## config.mk

```make
export PLATFORM = sky130hd
export DESIGN_NAME = stepper_zone_water_sequencer
export DESIGN_NICKNAME = d
export VERILOG_FILES = /design/src/hw/rtl/szws_pkg.sv /design/src/hw/rtl/stepper_zone_water_sequencer.sv
export VERILOG_INCLUDE_DIRS = /design/src /design/src/hw/rtl
export SDC_FILE = /design/constraint.sdc
export NUM_CORES = 1
export LEC_CHECK = 0
export BUFFER_PORTS_ARGS = -buffer_cell sky130_fd_sc_hd__buf_2
export CAP_MARGIN = 20
export CORE_MARGIN = 2
export CORE_UTILIZATION = 35
export DETAILED_ROUTE_END_ITERATION = 6
export PLACE_DENSITY = 0.56
export SETUP_SLACK_MARGIN = 0.5
export SLEW_MARGIN = 40
export SYNTH_ARGS = -nofsm -noshare
export SYNTH_HDL_FRONTEND = slang
export SYNTH_SLANG_ARGS = --single-unit
```

## constraint.sdc

```tcl
create_clock -name clk -period 5.4 [get_ports clk]
set_input_delay 1.08 -clock clk [delete_from_list [all_inputs] [get_ports clk]]
set_output_delay 1.08 -clock clk [all_outputs]
set_load 0.02 [all_outputs]
```

## src/hw/rtl/stepper_zone_water_sequencer_assert.svh

```systemverilog
// Assertion macros for the stepper zone watering sequencer.
// The macros sample on clk and are disabled while rst is high.
`ifndef STEPPER_ZONE_WATER_SEQUENCER_ASSERT_SVH
`define STEPPER_ZONE_WATER_SEQUENCER_ASSERT_SVH

// Check that a condition holds on every clock edge.
`define SZWS_ALWAYS(label, cond, msg) \
  label: assert property (@(posedge clk) disable iff (rst) (cond)) \
    else $error(msg);

// Check that an antecedent implies a consequent in the same cycle.
`define SZWS_IMPLY(label, ante, cons, msg) \
  label: assert property (@(posedge clk) disable iff (rst) (ante) |-> (cons)) \
    else $error(msg);

`endif

```

## src/hw/rtl/szws_pkg.sv

```systemverilog
package szws_pkg;

  // Motor geometry and zone count
  localparam int STEPS_REV  = 2048;
  localparam int ZONE_COUNT = 3;
  localparam int POS_W      = 11;   // shaft position, 0 .. STEPS_REV-1
  localparam int HOME_W     = 12;   // homing step count, 0 .. STEPS_REV

  // Register defaults
  localparam logic [15:0] STEP_PERIOD_RESET = 16'd10;
  localparam logic [15:0] PUMP_PULSE_RESET  = 16'd3000;

  // Configuration register indexes
  localparam logic [1:0] CFG_STEP_PERIOD = 2'd0;
  localparam logic [1:0] CFG_PUMP_PULSE  = 2'd1;
  localparam logic [1:0] CFG_HOME_ZERO   = 2'd2;

  // Request codes
  localparam logic [1:0] REQ_TICK  = 2'd0;
  localparam logic [1:0] REQ_MOVE  = 2'd1;
  localparam logic [1:0] REQ_WATER = 2'd2;
  localparam logic [1:0] REQ_HOME  = 2'd3;

  // Status codes
  localparam logic [1:0] ST_OK        = 2'd0;
  localparam logic [1:0] ST_BAD_ZONE  = 2'd1;
  localparam logic [1:0] ST_NO_HOME   = 2'd2;
  localparam logic [1:0] ST_BUSY      = 2'd3;

  // Sequencer phases
  typedef enum logic [2:0] {
    PH_IDLE  = 3'd0,
    PH_MOVE  = 3'd1,
    PH_ZMOVE = 3'd2,
    PH_PUMP  = 3'd3,
    PH_HOME  = 3'd4
  } phase_t;

  // Full-step coil table: bit0 A+, bit1 A-, bit2 B+, bit3 B-
  localparam logic [3:0] COIL_ROWS [4] = '{4'h3, 4'h6, 4'hC, 4'h9};

  // Zone target positions, (zone+1)/6 of a revolution; only the first ZONE_COUNT are used
  localparam logic [POS_W-1:0] ZONE_TARGET [8] = '{
    POS_W'((1 * STEPS_REV) / 6), POS_W'((2 * STEPS_REV) / 6),
    POS_W'((3 * STEPS_REV) / 6), POS_W'((4 * STEPS_REV) / 6),
    POS_W'((5 * STEPS_REV) / 6), POS_W'((6 * STEPS_REV) / 6),
    POS_W'((7 * STEPS_REV) / 6), POS_W'((8 * STEPS_REV) / 6)
  };

  // One result item
  typedef struct packed {
    logic [3:0]       coil_drive;
    logic             pump_on;
    logic [POS_W-1:0] position;
    logic             busy_res;
    logic [1:0]       status;
  } res_t;

  // Advance the shaft position by one step with wrap
  function automatic logic [POS_W-1:0] pos_step(input logic [POS_W-1:0] pos,
                                                input logic ccw);
    logic [POS_W-1:0] r;
    if (ccw) begin
      r = (pos == '0) ? POS_W'(STEPS_REV - 1) : pos - POS_W'(1);
    end else begin
      r = (pos == POS_W'(STEPS_REV - 1)) ? '0 : pos + POS_W'(1);
    end
    return r;
  endfunction

endpackage

```

## src/hw/rtl/stepper_zone_water_sequencer.sv

```systemverilog
// Channel   Handshake             Payload
// --------  --------------------  ----------------------------------------------
// input     in_valid / in_ready   req_type, move_ccw, step_count, zone, limit_pressed
// result    out_valid / out_ready coil_drive, pump_on, position, busy_res, status
// config    cfg_write_en          cfg_index, cfg_data (no wait, no read-back)
//
// Every accepted item updates the sequencer state and yields one registered result
// item (in the skid while the output stalls); one item per cycle while in_ready is high.
// A two-entry output buffer (output register plus skid) keeps input open while
// one result waits; in_ready drops only when both entries are full.
// rst (synchronous, active high) restores register defaults, idles the
// sequencer with coils off and position zero, and empties the output buffer.
`include "stepper_zone_water_sequencer_assert.svh"

module stepper_zone_water_sequencer (
  input  logic                      clk,
  input  logic                      rst,
  input  logic                      in_valid,
  output logic                      in_ready,
  input  logic [1:0]                req_type,
  input  logic                      move_ccw,
  input  logic [15:0]               step_count,
  input  logic [2:0]                zone,
  input  logic                      limit_pressed,
  output logic                      out_valid,
  input  logic                      out_ready,
  output logic [3:0]                coil_drive,
  output logic                      pump_on,
  output logic [szws_pkg::POS_W-1:0] position,
  output logic                      busy_res,
  output logic [1:0]                status,
  input  logic                      cfg_write_en,
  input  logic [1:0]                cfg_index,
  input  logic [15:0]               cfg_data
);

  // Configuration registers
  logic [15:0] step_period_ticks;
  logic [15:0] pump_pulse_ticks;
  logic        home_stops_at_zero;

  // Sequencer state
  logic [szws_pkg::POS_W-1:0]  shaft_position, shaft_position_next;
  logic [1:0]                  phase_row, phase_row_next;
  szws_pkg::phase_t            sequence_phase, sequence_phase_next;
  logic [15:0]                 steps_left, steps_left_next;
  logic [15:0]                 tick_count, tick_count_next;
  logic [szws_pkg::HOME_W-1:0] home_steps_taken, home_steps_taken_next;
  logic                        step_ccw, step_ccw_next;
  logic                        coils_powered, coils_powered_next;

  // Output buffer
  szws_pkg::res_t res_main, res_skid, res_next;
  logic           skid_valid;

  logic in_accept;
  logic out_accept;

  // Working values for the next-state logic
  logic [1:0]                  stat;
  logic [16:0]                 tick_inc;
  logic                        home_eval;
  logic                        home_first;
  logic [szws_pkg::HOME_W-1:0] home_taken;
  logic                        home_found;
  logic [szws_pkg::POS_W-1:0]  target;
  logic [szws_pkg::HOME_W-1:0] delta;

  assign in_ready   = !skid_valid;
  assign in_accept  = in_valid && in_ready;
  assign out_accept = out_valid && out_ready;

  // Write configuration registers
  always_ff @(posedge clk) begin
    if (rst) begin
      step_period_ticks  <= szws_pkg::STEP_PERIOD_RESET;
      pump_pulse_ticks   <= szws_pkg::PUMP_PULSE_RESET;
      home_stops_at_zero <= 1'b1;
    end else if (cfg_write_en) begin
      case (cfg_index)
        szws_pkg::CFG_STEP_PERIOD: step_period_ticks  <= cfg_data;
        szws_pkg::CFG_PUMP_PULSE:  pump_pulse_ticks   <= cfg_data;
        szws_pkg::CFG_HOME_ZERO:   home_stops_at_zero <= cfg_data[0];
        default: ;
      endcase
    end
  end

  // Compute the next sequencer state and the result for the current item
  always_comb begin
    shaft_position_next   = shaft_position;
    phase_row_next        = phase_row;
    sequence_phase_next   = sequence_phase;
    steps_left_next       = steps_left;
    tick_count_next       = tick_count;
    home_steps_taken_next = home_steps_taken;
    step_ccw_next         = step_ccw;
    coils_powered_next    = coils_powered;
    stat       = szws_pkg::ST_OK;
    tick_inc   = {1'b0, tick_count} + 17'd1;
    home_eval  = 1'b0;
    home_first = 1'b0;
    target     = szws_pkg::ZONE_TARGET[zone];
    if (target >= shaft_position) begin
      delta = szws_pkg::HOME_W'(target) - szws_pkg::HOME_W'(shaft_position);
    end else begin
      delta = szws_pkg::HOME_W'(target) + szws_pkg::HOME_W'(szws_pkg::STEPS_REV)
              - szws_pkg::HOME_W'(shaft_position);
    end

    if (req_type == szws_pkg::REQ_TICK) begin
      // Count ticks and act when the period or pump time runs out
      if (sequence_phase != szws_pkg::PH_IDLE) begin
        tick_count_next = tick_inc[15:0];
        if (sequence_phase == szws_pkg::PH_PUMP) begin
          if (tick_inc >= {1'b0, pump_pulse_ticks}) begin
            home_eval  = 1'b1;
            home_first = 1'b1;
          end
        end else if (tick_inc >= {1'b0, step_period_ticks}) begin
          tick_count_next = '0;
          if (sequence_phase == szws_pkg::PH_HOME) begin
            home_eval = 1'b1;
          end else if (steps_left != '0) begin
            shaft_position_next = szws_pkg::pos_step(shaft_position, step_ccw);
            phase_row_next      = step_ccw ? phase_row - 2'd1 : phase_row + 2'd1;
            coils_powered_next  = 1'b1;
            steps_left_next     = steps_left - 16'd1;
          end else if (sequence_phase == szws_pkg::PH_ZMOVE) begin
            coils_powered_next  = 1'b0;
            sequence_phase_next = szws_pkg::PH_PUMP;
            tick_count_next     = '0;
          end else begin
            coils_powered_next  = 1'b0;
            sequence_phase_next = szws_pkg::PH_IDLE;
          end
        end
      end
    end else if (sequence_phase != szws_pkg::PH_IDLE) begin
      // Reject commands while a sequence runs
      stat = szws_pkg::ST_BUSY;
    end else if (req_type == szws_pkg::REQ_MOVE) begin
      if (step_count == '0) begin
        coils_powered_next = 1'b0;
      end else begin
        step_ccw_next       = move_ccw;
        tick_count_next     = '0;
        shaft_position_next = szws_pkg::pos_step(shaft_position, move_ccw);
        phase_row_next      = move_ccw ? phase_row - 2'd1 : phase_row + 2'd1;
        coils_powered_next  = 1'b1;
        steps_left_next     = step_count - 16'd1;
        sequence_phase_next = szws_pkg::PH_MOVE;
      end
    end else if (req_type == szws_pkg::REQ_WATER) begin
      if (zone >= 3'(szws_pkg::ZONE_COUNT)) begin
        stat = szws_pkg::ST_BAD_ZONE;
      end else if (delta == '0) begin
        coils_powered_next  = 1'b0;
        sequence_phase_next = szws_pkg::PH_PUMP;
        tick_count_next     = '0;
      end else begin
        step_ccw_next       = 1'b0;
        tick_count_next     = '0;
        shaft_position_next = szws_pkg::pos_step(shaft_position, 1'b0);
        phase_row_next      = phase_row + 2'd1;
        coils_powered_next  = 1'b1;
        steps_left_next     = 16'(delta - szws_pkg::HOME_W'(1));
        sequence_phase_next = szws_pkg::PH_ZMOVE;
      end
    end else begin
      home_eval  = 1'b1;
      home_first = 1'b1;
    end

    // Check the switch and the step budget, then step CCW or end homing
    home_taken = home_first ? '0 : home_steps_taken;
    home_found = limit_pressed || (home_stops_at_zero && shaft_position == '0);
    if (home_eval) begin
      if (home_first) begin
        sequence_phase_next = szws_pkg::PH_HOME;
        tick_count_next     = '0;
      end
      if (home_found || home_taken >= szws_pkg::HOME_W'(szws_pkg::STEPS_REV)) begin
        shaft_position_next   = '0;
        phase_row_next        = '0;
        coils_powered_next    = 1'b0;
        sequence_phase_next   = szws_pkg::PH_IDLE;
        steps_left_next       = '0;
        home_steps_taken_next = home_taken;
        stat = home_found ? szws_pkg::ST_OK : szws_pkg::ST_NO_HOME;
      end else begin
        shaft_position_next   = szws_pkg::pos_step(shaft_position, 1'b1);
        phase_row_next        = phase_row - 2'd1;
        coils_powered_next    = 1'b1;
        home_steps_taken_next = home_taken + szws_pkg::HOME_W'(1);
      end
    end

    // Form the result item from the new state
    res_next.coil_drive = coils_powered_next ? szws_pkg::COIL_ROWS[phase_row_next] : 4'h0;
    res_next.pump_on    = (sequence_phase_next == szws_pkg::PH_PUMP);
    res_next.position   = shaft_position_next;
    res_next.busy_res   = (sequence_phase_next != szws_pkg::PH_IDLE);
    res_next.status     = stat;
  end

  // Hold the sequencer state; advance on each accepted item
  always_ff @(posedge clk) begin
    if (rst) begin
      shaft_position   <= '0;
      phase_row        <= '0;
      sequence_phase   <= szws_pkg::PH_IDLE;
      steps_left       <= '0;
      tick_count       <= '0;
      home_steps_taken <= '0;
      step_ccw         <= 1'b0;
      coils_powered    <= 1'b0;
    end else if (in_accept) begin
      shaft_position   <= shaft_position_next;
      phase_row        <= phase_row_next;
      sequence_phase   <= sequence_phase_next;
      steps_left       <= steps_left_next;
      tick_count       <= tick_count_next;
      home_steps_taken <= home_steps_taken_next;
      step_ccw         <= step_ccw_next;
      coils_powered    <= coils_powered_next;
    end
  end

  // Output buffer control: drain the skid first, park a result there on stall
  always_ff @(posedge clk) begin
    if (rst) begin
      out_valid  <= 1'b0;
      skid_valid <= 1'b0;
    end else if (out_accept) begin
      if (skid_valid) begin
        skid_valid <= 1'b0;
      end else if (!in_accept) begin
        out_valid <= 1'b0;
      end
    end else if (!out_valid) begin
      if (in_accept) begin
        out_valid <= 1'b1;
      end
    end else if (in_accept) begin
      skid_valid <= 1'b1;
    end
  end

  // Output buffer payload
  always_ff @(posedge clk) begin
    if (out_accept && skid_valid) begin
      res_main <= res_skid;
    end else if (in_accept && (out_accept || !out_valid)) begin
      res_main <= res_next;
    end
    if (in_accept && out_valid && !out_accept) begin
      res_skid <= res_next;
    end
  end

  assign coil_drive = res_main.coil_drive;
  assign pump_on    = res_main.pump_on;
  assign position   = res_main.position;
  assign busy_res   = res_main.busy_res;
  assign status     = res_main.status;

  // Drop nothing: a parked result always has a result ahead of it
  `SZWS_IMPLY(a_skid_behind_out, skid_valid, out_valid, "skid holds a result with no output ahead")
  // Coils are only energized while a motion is in progress
  `SZWS_IMPLY(a_coils_in_motion, coils_powered,
              sequence_phase == szws_pkg::PH_MOVE || sequence_phase == szws_pkg::PH_ZMOVE ||
              sequence_phase == szws_pkg::PH_HOME, "coils powered outside a motion phase")
  // Homing never takes more than one revolution of steps
  `SZWS_ALWAYS(a_home_bound, home_steps_taken <= szws_pkg::HOME_W'(szws_pkg::STEPS_REV),
               "homing step count exceeds one revolution")

endmodule

```

== After elaboration in Yosys (flattened, before gate mapping) ==
Memory sizes are Yosys's and may differ from the RTL's.
Index checks and enable logic that the tools add are counted.

* Memories kept: 1
* Flip-flop bits (word level): 135
* Bits in read-only memories: 88
* Logic and storage cells: 222

{| class="wikitable"
|+ Memory list
! memory !! depth !! width !! read ports !! clocked after Yosys merged registers in !! write ports !! line !! text
|-
| (name not given) || 8 || 11 || 1 || 0 || 0 || stepper_zone_water_sequencer.sv:103 || <nowiki>target = szws_pkg::ZONE_TARGET[zone];</nowiki>
|}

* Equality and inequality tests: 14
* Reductions and logical operators: 31
* $lt $le $gt $ge: 7
* $add $sub $neg: 12
* Bitwise operators: 4
* Mux-type cells: 130

{| class="wikitable"
|+ Operator list
! cell !! number
|-
| two-way mux 16 bit || 25
|-
| two-way mux 11 bit || 20
|-
| two-way mux 2 bit || 22
|-
| two-way mux 3 bit || 14
|-
| two-way mux 1 bit || 40
|-
| two-way mux 19 bit || 2
|-
| two-way mux 12 bit || 3
|-
| greater-or-equal comparator 17 x 16 -> 1 bit || 2
|-
| subtractor 16 x 1 -> 16 bit (second input constant) || 2
|-
| adder 16 x 1 -> 17 bit (second input constant) || 1
|-
| zero test 16 bit || 1
|-
| nonzero test 16 bit || 1
|-
| subtractor 12 x 1 -> 13 bit (second input constant) || 1
|-
| adder 11 x 12 -> 12 bit (second input constant) || 1
|-
| adder 12 x 1 -> 12 bit (second input constant) || 1
|-
| greater-or-equal comparator 12 bit (second input constant) || 1
|-
| zero test 12 bit || 1
|-
| two-way mux 4 bit || 3
|-
| AND reduction 2 bit || 6
|-
| subtractor 11 x 11 -> 12 bit || 1
|-
| subtractor 12 x 11 -> 12 bit || 1
|-
| adder 11 x 1 -> 11 bit (second input constant) || 1
|-
| == test 11 bit (second input constant) || 1
|-
| greater-or-equal comparator 11 bit || 1
|-
| other kinds (24) || 46
|}

== Longest topological paths before layout ==
Gate-level depths: netlist of the first run.

* Depth in word-level cells: 22
* Depth in mapped cells: 21

== Worst setup path before layout of the first run ==
Ideal clock, no wire load.

* Path type: input to register
* Start: input zone[0]
* End: register res_main (netlist bit busy_res) (data pin)
* Data arrival time: 4,480 ps
* Data required time: 5,140 ps
* Slack: 660 ps
* Stages on the path: 15
* Path buffers: 0
* Cells stage by stage: inv_1 -> ha_1 -> a21oi_1 -> inv_1 -> fa_1 -> nand2b_1 -> a2111o_1 -> o211ai_1 -> a31oi_1 -> and4b_1 -> a21oi_1 -> a21o_1 -> a211oi_1 -> or3_1 -> mux2_2

{| class="wikitable"
|+ RTL lines
! item !! line !! text
|-
| start, declared || stepper_zone_water_sequencer.sv:23 || <nowiki>input logic [2:0] zone,</nowiki>
|-
| end signal, assigned || stepper_zone_water_sequencer.sv:253 || <nowiki>res_main <= res_skid;</nowiki>
|-
| end signal, assigned || stepper_zone_water_sequencer.sv:255 || <nowiki>res_main <= res_next;</nowiki>
|-
| end, declared || stepper_zone_water_sequencer.sv:53 || <nowiki>szws_pkg::res_t res_main, res_skid, res_next;</nowiki>
|}

==> impl_results.md, run 1 <==
* Run status: complete, no violations
* DRT Wirelength at 31.7 mm
* Total congestion overflow at 0
* Final #Nets at 1,486
* Net switching power figure at 1.17 mW
* CTS root buffer: clkbuf_16
* Wire length per cell at 17.8 um
* Die height at 175 um
* Hold Vio Cnt, Final at 0
* FF+latch area at 3090 um^2
* Skew-Pair Late Insertion Delay at 0.44 ns
* CTS Buf Count at 17
* Fillers at 2,900
* Multi-input logic area at 6830 um^2
* Flop pwr share at 0.354
* CP Class: in2reg
* Vias at 10,200
* Min-Delay Path Class: reg2reg
* Vias in the first global route at 9,520
* Syn Std Cell Area at 10,300 um^2
* Crit path largest cell delay at 0.40 ns
* Final Critical Period at 4.74 ns
* RSZ-0062 raised after global routing: false
* Finished Cell Area at 11,900 um^2
* Sequential area share after synthesis at 0.301
* Global-route wire length before repair at 50.4 mm
* Critical path, cell by cell: buf_2 -> inv_1 -> ha_1 -> inv_1 -> mux2_2 -> inv_1 -> ha_1 -> fa_2 -> nor4_2 -> a22oi_1 -> o221a_2 -> and4b_2 -> a21boi_4 -> buf_4 -> o211a_1 -> nor3_2 -> a21oi_1 -> mux2_2
* Hold_sp: step_period_ticks[15]$_SDFFE_PP0P_
* Initial antenna violation count at 0
* Most frequent cell after synthesis: nand2_1
* Yosys reg bits at 135
* Die area at 30,700 um^2
* Initial cell density of the core at 0.356
* Max cap viols at 0
* Initial DRC Count at 852
* Placed Instances at 1,744
* Crit path top cell by count: inv_1
* Clock power frac at 0.338
* Layout Utilization at 0.413
* Final setup viols at 0
* P_leak at 4.53 nW
* Distinct cells, synth at 92
* Core area at 28,800 um^2
* Synth warnings at 0
* Antenna-violating nets left at 0
* Site Rows at 62
* Total GRT Usage at 0.205
* Post-DP HPWL at 22.9 mm
* Top cells by area, synth: dfxtp_1 (19%), edfxtp_1 (11%), ha_1 (7.1%), a21oi_1 (6.6%), nand2_1 (6.4%)
* Reg2reg start: tick_count[2]$_SDFFE_PP0P_
* Clock Skew at 0.0140 ns
* Slew @ Worst Pin at 0.794 ns
* Synth top area share at 0.189
* Mapped Cells at 1,334
* Max H-tree Level at 4
* Cell taking the most area after synthesis: dfxtp_1
* Clk buf depth at 2
* Worst-path clk slew at 0.06 ns
* CP max FO at 6
* Critical path endpoint category: flop
* Gpl congestion at 0.928
* Layout area overhead at 15.8%
* CP max stage cell: fa_2
* Crit start category: input port
* Total I/O pin count at 67
* Largest net degree at the start of global routing at 76
* Syn nets at 1,439
* Ys async rst share at 0
* Fin cells at 1,778
* Placed Area at 11,100 um^2
* CP delay by family, top: compound AO/OA/AOI/OAI gates
* CP startpoint: zone[0]
* Width of the die at 175 um
* Ys flop type: dfxtp_1
* Hold slack at 0.455 ns
* Initial DRT Pass Iterations at 5
* Worst Path Required at 5.58 ns
* Fin crit share at 0.878
* Layout cells sized above 1 at 0.169
* Hold_buf cts at 0
* Number of port buffers at 66
* Most frequent cells after synthesis: nand2_1 (174), a21oi_1 (135), nor2_1 (110)
* CTS tree: yes
* Buf+Inv Stages, Crit Path at 5
* Pwr dens at 278 nW/um^2
* Final slew viol count at 0
* Syn avg cell area at 7.69 um^2
* Worst vdd ir at 230 uV
* Ant diodes at 0
* Via density at 5.74
* F_max at 211 MHz
* Combinational power share at 0.309
* Clock Sinks at 135
* Int Power at 2.13 mW
* EDFF count, synth at 38
* DRC at 0
* Switching share of power at 0.356
* CP arrival at 4.92 ns
* Slew headroom at 0.470
cell families (layout without fill, tap and decap cells):
group,count (synthesis),in the layout,share of synthesized area
buf+inv,151,211,0.0597
xor+xnor,59,59,0.0504
compound gates,406,406,0.254
flops,135,135,0.301
mux,21,21,0.0216
simple gates,503,503,0.241
fa+ha+maj,59,59,0.0727
state kept, by name, indices dropped and copies added, names as in the netlist, 2 cells and up:
signal             count
steps_left            16
position              11
step_period_ticks     16
phase_row              2
res_skid              19
home_steps_taken      12
shaft_position        11
tick_count            16
coil_drive             4
status                 2
pump_pulse_ticks      16
sequence_phase         3
what timing repair did:
action,CTS,global route
setup buffers,0,2
hold endpoints to repair,0,0
gates resized for setup,3,50
endpoints found under the setup margin,15,78
pin swaps,0,5
cells in the final DEF, fill, tap and decap left out, types with 5 or more instances in the layout:
| cell | count |
|---|---|
| o221ai_1 | 8 |
| buf_2 | 66 |
| nand2_1 | 173 |
| a21o_1 | 10 |
| clkbuf_16 | 17 |
| xnor2_1 | 42 |
| nor4_1 | 10 |
| xor2_1 | 15 |
| nor3_1 | 33 |
| mux2i_1 | 12 |
| nor2b_1 | 8 |
| nand4_1 | 17 |
| o31ai_1 | 15 |
| inv_1 | 67 |
| a21oi_1 | 128 |
| nor2_1 | 108 |
| or2_2 | 7 |
| a311oi_1 | 8 |
| o21ai_1 | 5 |
| and3_1 | 17 |
| buf_4 | 43 |
| nand3_1 | 37 |
| a22oi_1 | 18 |
| dfxtp_1 | 93 |
| o22ai_1 | 9 |
| o211ai_1 | 21 |
| mux2_2 | 9 |
| or3_1 | 19 |
| nand3b_1 | 9 |
| nand2b_1 | 6 |
| o21ai_0 | 86 |
| edfxtp_1 | 38 |
| a211oi_1 | 10 |
| ha_1 | 54 |
| nor3_2 | 7 |
| a21oi_2 | 5 |
| and2_1 | 6 |
| a31oi_1 | 17 |
final cells by class:
| cell class | count | area share |
|---|---|---|
| inverters | 69 | 0.0218 |
| clock buffers | 17 | 0.0358 |
| multi-input cells | 1048 | 0.575 |
| well taps | 384 | 0.0405 |
| clock inverters | 15 | 0.0111 |
| repair buffers | 110 | 0.0559 |
| flip-flops and latches | 135 | 0.260 |
stage by stage:
| stage | worst slack (ns) | setup TNS (ns) | power [mW] |
|---|---|---|---|
| after floorplan | 0.660 | 0 | 1.84 |
| after global placement | 0.0678 | 0 | 2.14 |
| after detailed placement | -0.0653 | -0.163 | 2.14 |
| after CTS | 0.466 | 0 | 3.27 |
| after global routing | 0.463 | 0 | 3.47 |
| final | 0.660 | 0 | 3.30 |
final timing paths:
| check | endpoint | slack [ns] | cells past startpoint |
|---|---|---|---|
| worst max-delay path | position[9]$_DFFE_PP_ | 0.66 | 18 |
| worst min register to register | step_period_ticks[15]$_SDFFE_PP0P_ | 0.46 | 2 |
| worst min-delay path | step_period_ticks[15]$_SDFFE_PP0P_ | 0.46 | 2 |
| worst max register to register | busy_res$_DFFE_PP_ | 0.87 | 17 |
tightest hold or removal path: stages, from the launching register on:
cell,delay [ns]
dfxtp_1,0.31
nand2_1,0.05
a21oi_1,0.05
routing by layer:
metal | vias to the layer above | GRT usage | wire (um)
li1 | 4965 | - | -
met1 | 4818 | 0.285 | 15000
met5 | - | 0 | 0
met2 | 376 | 0.310 | 13900
met4 | 0 | 0.0813 | 802
met3 | 54 | 0.0400 | 2050
power groups by stage:
stage / clock network [mW] / registers (mW) / logic (mW)
2_1_floorplan: 0 / 1.18 / 0.661
3_3_place_gp: 0 / 1.19 / 0.955
3_5_place_dp: 0 / 1.19 / 0.956
4_1_cts: 1.14 / 1.17 / 0.963
5_1_grt: 1.18 / 1.18 / 1.12
6_report: 1.12 / 1.17 / 1.02
Note: power is estimated with default switching activity, not from simulation.
==> inputs of run 2 (changes only) <==
--- a/config.mk
+++ b/config.mk
@@ -8,6 +8,7 @@
 export LEC_CHECK = 0
 export BUFFER_PORTS_ARGS = -buffer_cell sky130_fd_sc_hd__buf_2
 export CAP_MARGIN = 20
+export CORE_ASPECT_RATIO = 2
 export CORE_MARGIN = 2
 export CORE_UTILIZATION = 35
 export DETAILED_ROUTE_END_ITERATION = 6
==> run 2 against run 1 <==
Against the previous run:
- die area is 0.27% higher
- via count is 1.9% higher
- sequential power hardly changed
- routed wire length is 14% higher
- combinational power is 5% higher
- non-clock buffer count is 21 higher
- highest routed layer unchanged
- largest power group unchanged
- clock power hardly changed
==> impl_results.md, run 2 (synthesis gave the netlist of run 1 again) <==
* Final Critical Period at 4.76 ns (+0.0200 ns)
* Net switching power figure at 1.23 mW (+4.7%)
* Worst Path Required at 5.70 ns (+0.12 ns)
* Site Rows at 88 (+42%)
* Initial antenna violation count at 0 (unchanged)
* Total GRT Usage at 0.233 (+0.0283)
* CTS tree: yes
* Top reg by flops: res_skid
* Slew headroom at 0.499 (+0.0291)
* Fillers at 3,038 (+4.8%)
* CTS Buf Count at 17 (unchanged)
* Die area at 30,800 um^2 (+0.27%)
* Max FFs per register at 19 (unchanged)
* Crit start category: input port
* DRT Wirelength at 36.3 mm (+14%)
* Clock power frac at 0.336 (-0.002)
* Fin Setup TNS at 0 ns (unchanged)
* Fin crit share at 0.881 (+0.00370)
* Worst-path clk slew at 0.07 ns (about the same)
* Pwr dens at 284 nW/um^2 (+1.9%)
* P_leak at 4.65 nW (+2.5%)
* Worst vdd ir at 200 uV (-13%)
* Initial DRC Count at 707 (-17%)
* Core area at 28,800 um^2 (+0.23%)
* Skew-Pair Late Insertion Delay at 0.44 ns (about the same)
* Total congestion overflow at 0 (unchanged)
* Number of port buffers at 66 (unchanged)
* Min-Delay Path Class: reg2reg
* DRC at 0 (unchanged)
* Max cap viols at 0 (unchanged)
* CP Class: in2reg
* Total I/O pin count at 67 (unchanged)
* CTS root buffer: clkbuf_16
* Max H-tree Level at 4 (unchanged)
* Slew @ Worst Pin at 0.751 ns (-0.0428 ns)
* Most frequent cells in the layout: nand2_1 (173), a21oi_1 (130), nor2_1 (107)
* Switching share of power at 0.363 (+0.00773)
* Initial cell density of the core at 0.355 (-0.000834)
* Width of the die at 125 um (-29%)
* Ant diodes at 0 (unchanged)
* Final #Nets at 1,507 (+1.4%)
* Via density at 5.86 (+2.1%)
* Vias at 10,400 (+1.9%)
* Layout cells sized above 1 at 0.176 (+0.00667)
* Gpl congestion at 0.958 (+3.2%)
* Global-route wire length before repair at 56.4 mm (+12%)
* Critical path endpoint category: flop
* Hold Vio Cnt, Final at 0 (unchanged)
* Initial DRT Pass Iterations at 6 (+1)
* Int Power at 2.16 mW (+1.3%)
* RSZ-0062 raised after global routing: false
* Antenna-violating nets left at 0 (unchanged)
* Post-route setup slack at 0.640 ns (-0.0200 ns)
* F_max at 210 MHz (-0.42%)
* Clk buf depth at 2 (unchanged)
* Vias in the first global route at 10,300 (+8.1%)
* Hold_buf cts at 0 (unchanged)
* Clock Skew at 0.0143 ns (+0.000239 ns)
* CP arrival at 5.05 ns (+0.13 ns)
* Clock Sinks at 135 (unchanged)
* Wire length per cell at 20.4 um (+15%)
* Flop pwr share at 0.347 (-0.007)
* Die height at 246 um (+40%)
* Largest net degree at the start of global routing at 76 (unchanged)
* CP max FO at 8 (+2)
* Final setup viols at 0 (unchanged)
* Final slew viol count at 0 (unchanged)
* Run status: complete, no violations
* Most common cell after layout, fill and taps aside: nand2_1
* Combinational power share at 0.317 (+0.008)
* Pre-CTS setup slack at 0.122 ns (+0.187 ns)
* Post-DP HPWL at 28.4 mm (+24%)
* Layout area overhead at 16.5%
==> run 2: cell types whose count changed in the layout (fill, tap and decap cells not counted), sizes merged <==
| cell | previous run | this run |
|---|---|---|
| inv | 70 | 74 |
| clkinv | 9 | 5 |
| buf | 110 | 131 |
==> run 2: path summary, 6_finish.rpt <==
check        depth (start not counted)  slack, ns                         from                          end
min                                  2       0.45  steps_left[12]$_SDFFE_PP0P_  steps_left[12]$_SDFFE_PP0P_
min reg2reg                          2       0.45  steps_left[12]$_SDFFE_PP0P_  steps_left[12]$_SDFFE_PP0P_
max                                 22       0.64                      zone[0]   steps_left[6]$_SDFFE_PP0P_
max reg2reg                         18       0.82   tick_count[3]$_SDFFE_PP0P_        position[6]$_DFFE_PP_
==> run 2: metrics by stage <==
stage | std cells | hold WS (ns) | cell area, um^2 | power (mW) | util
5_1_grt | 1775 | 0.482 | 11900 | 3.55 | 0.414
2_1_floorplan | 1334 | 0.427 | 10300 | 1.84 | -
6_report | 1775 | 0.453 | 11900 | 3.39 | 0.414
3_3_place_gp | 1743 | 0.445 | 11200 | 2.23 | 0.388
3_5_place_dp | 1743 | 0.445 | 11200 | 2.24 | 0.389
4_1_cts | 1775 | 0.457 | 11800 | 3.39 | 0.410
==> run 2: worst max-delay path, stage by stage <==
cell and delay (ns):
buf_2 0.11, inv_1 0.07, ha_1 0.30, inv_1 0.05, mux2_2 0.23, inv_1 0.06
ha_1 0.22, fa_2 0.39, nor2b_1 0.15, buf_4 0.13, o211ai_1 0.07, o311a_1 0.14
o221a_2 0.28, buf_4 0.15, nand4b_1 0.22, o31ai_2 0.33, buf_4 0.22, nand2_1 0.13
buf_4 0.19, o221a_2 0.26, o21ai_0 0.16, a21oi_1 0.08
==> run 2: per-layer routing <==
| layer | wire, um | GRT usage | vias to the layer above |
|---|---|---|---|
| met4 | 2440 | 0.155 | 0 |
| met2 | 20200 | 0.462 | 296 |
| met1 | 12600 | 0.217 | 4988 |
| li1 | - | - | 5008 |
| met3 | 1020 | 0.0298 | 113 |
| met5 | 0 | 0 | - |
==> run 2: final cells by class <==
cell class	instances	area [um^2]	area share
Clock buffer	17	425	0.0356
Clock inverter	15	143	0.0119
Inverter	69	259	0.0217
Multi-Input combinational cell	1048	6760	0.566
Sequential cell	135	3090	0.258
Tap cell	360	450	0.0377
Timing Repair Buffer	131	822	0.0688
==> run 2: repair_timing <==
| item | CTS | global route |
|---|---|---|
| pin swaps | 0 | 5 |
| setup endpoints to repair | 16 | 70 |
| buffers inserted | 0 | 0 |
| gates resized for setup | 6 | 36 |
==> run 2: power groups by stage <==
stage          Sequential (mW)  Combinational, mW  Clock, mW
3_3_place_gp              1.19               1.04          0
6_report                  1.17               1.07       1.14
5_1_grt                   1.18               1.17       1.20
3_5_place_dp              1.19               1.05          0
4_1_cts                   1.17               1.05       1.16
2_1_floorplan             1.18              0.661          0
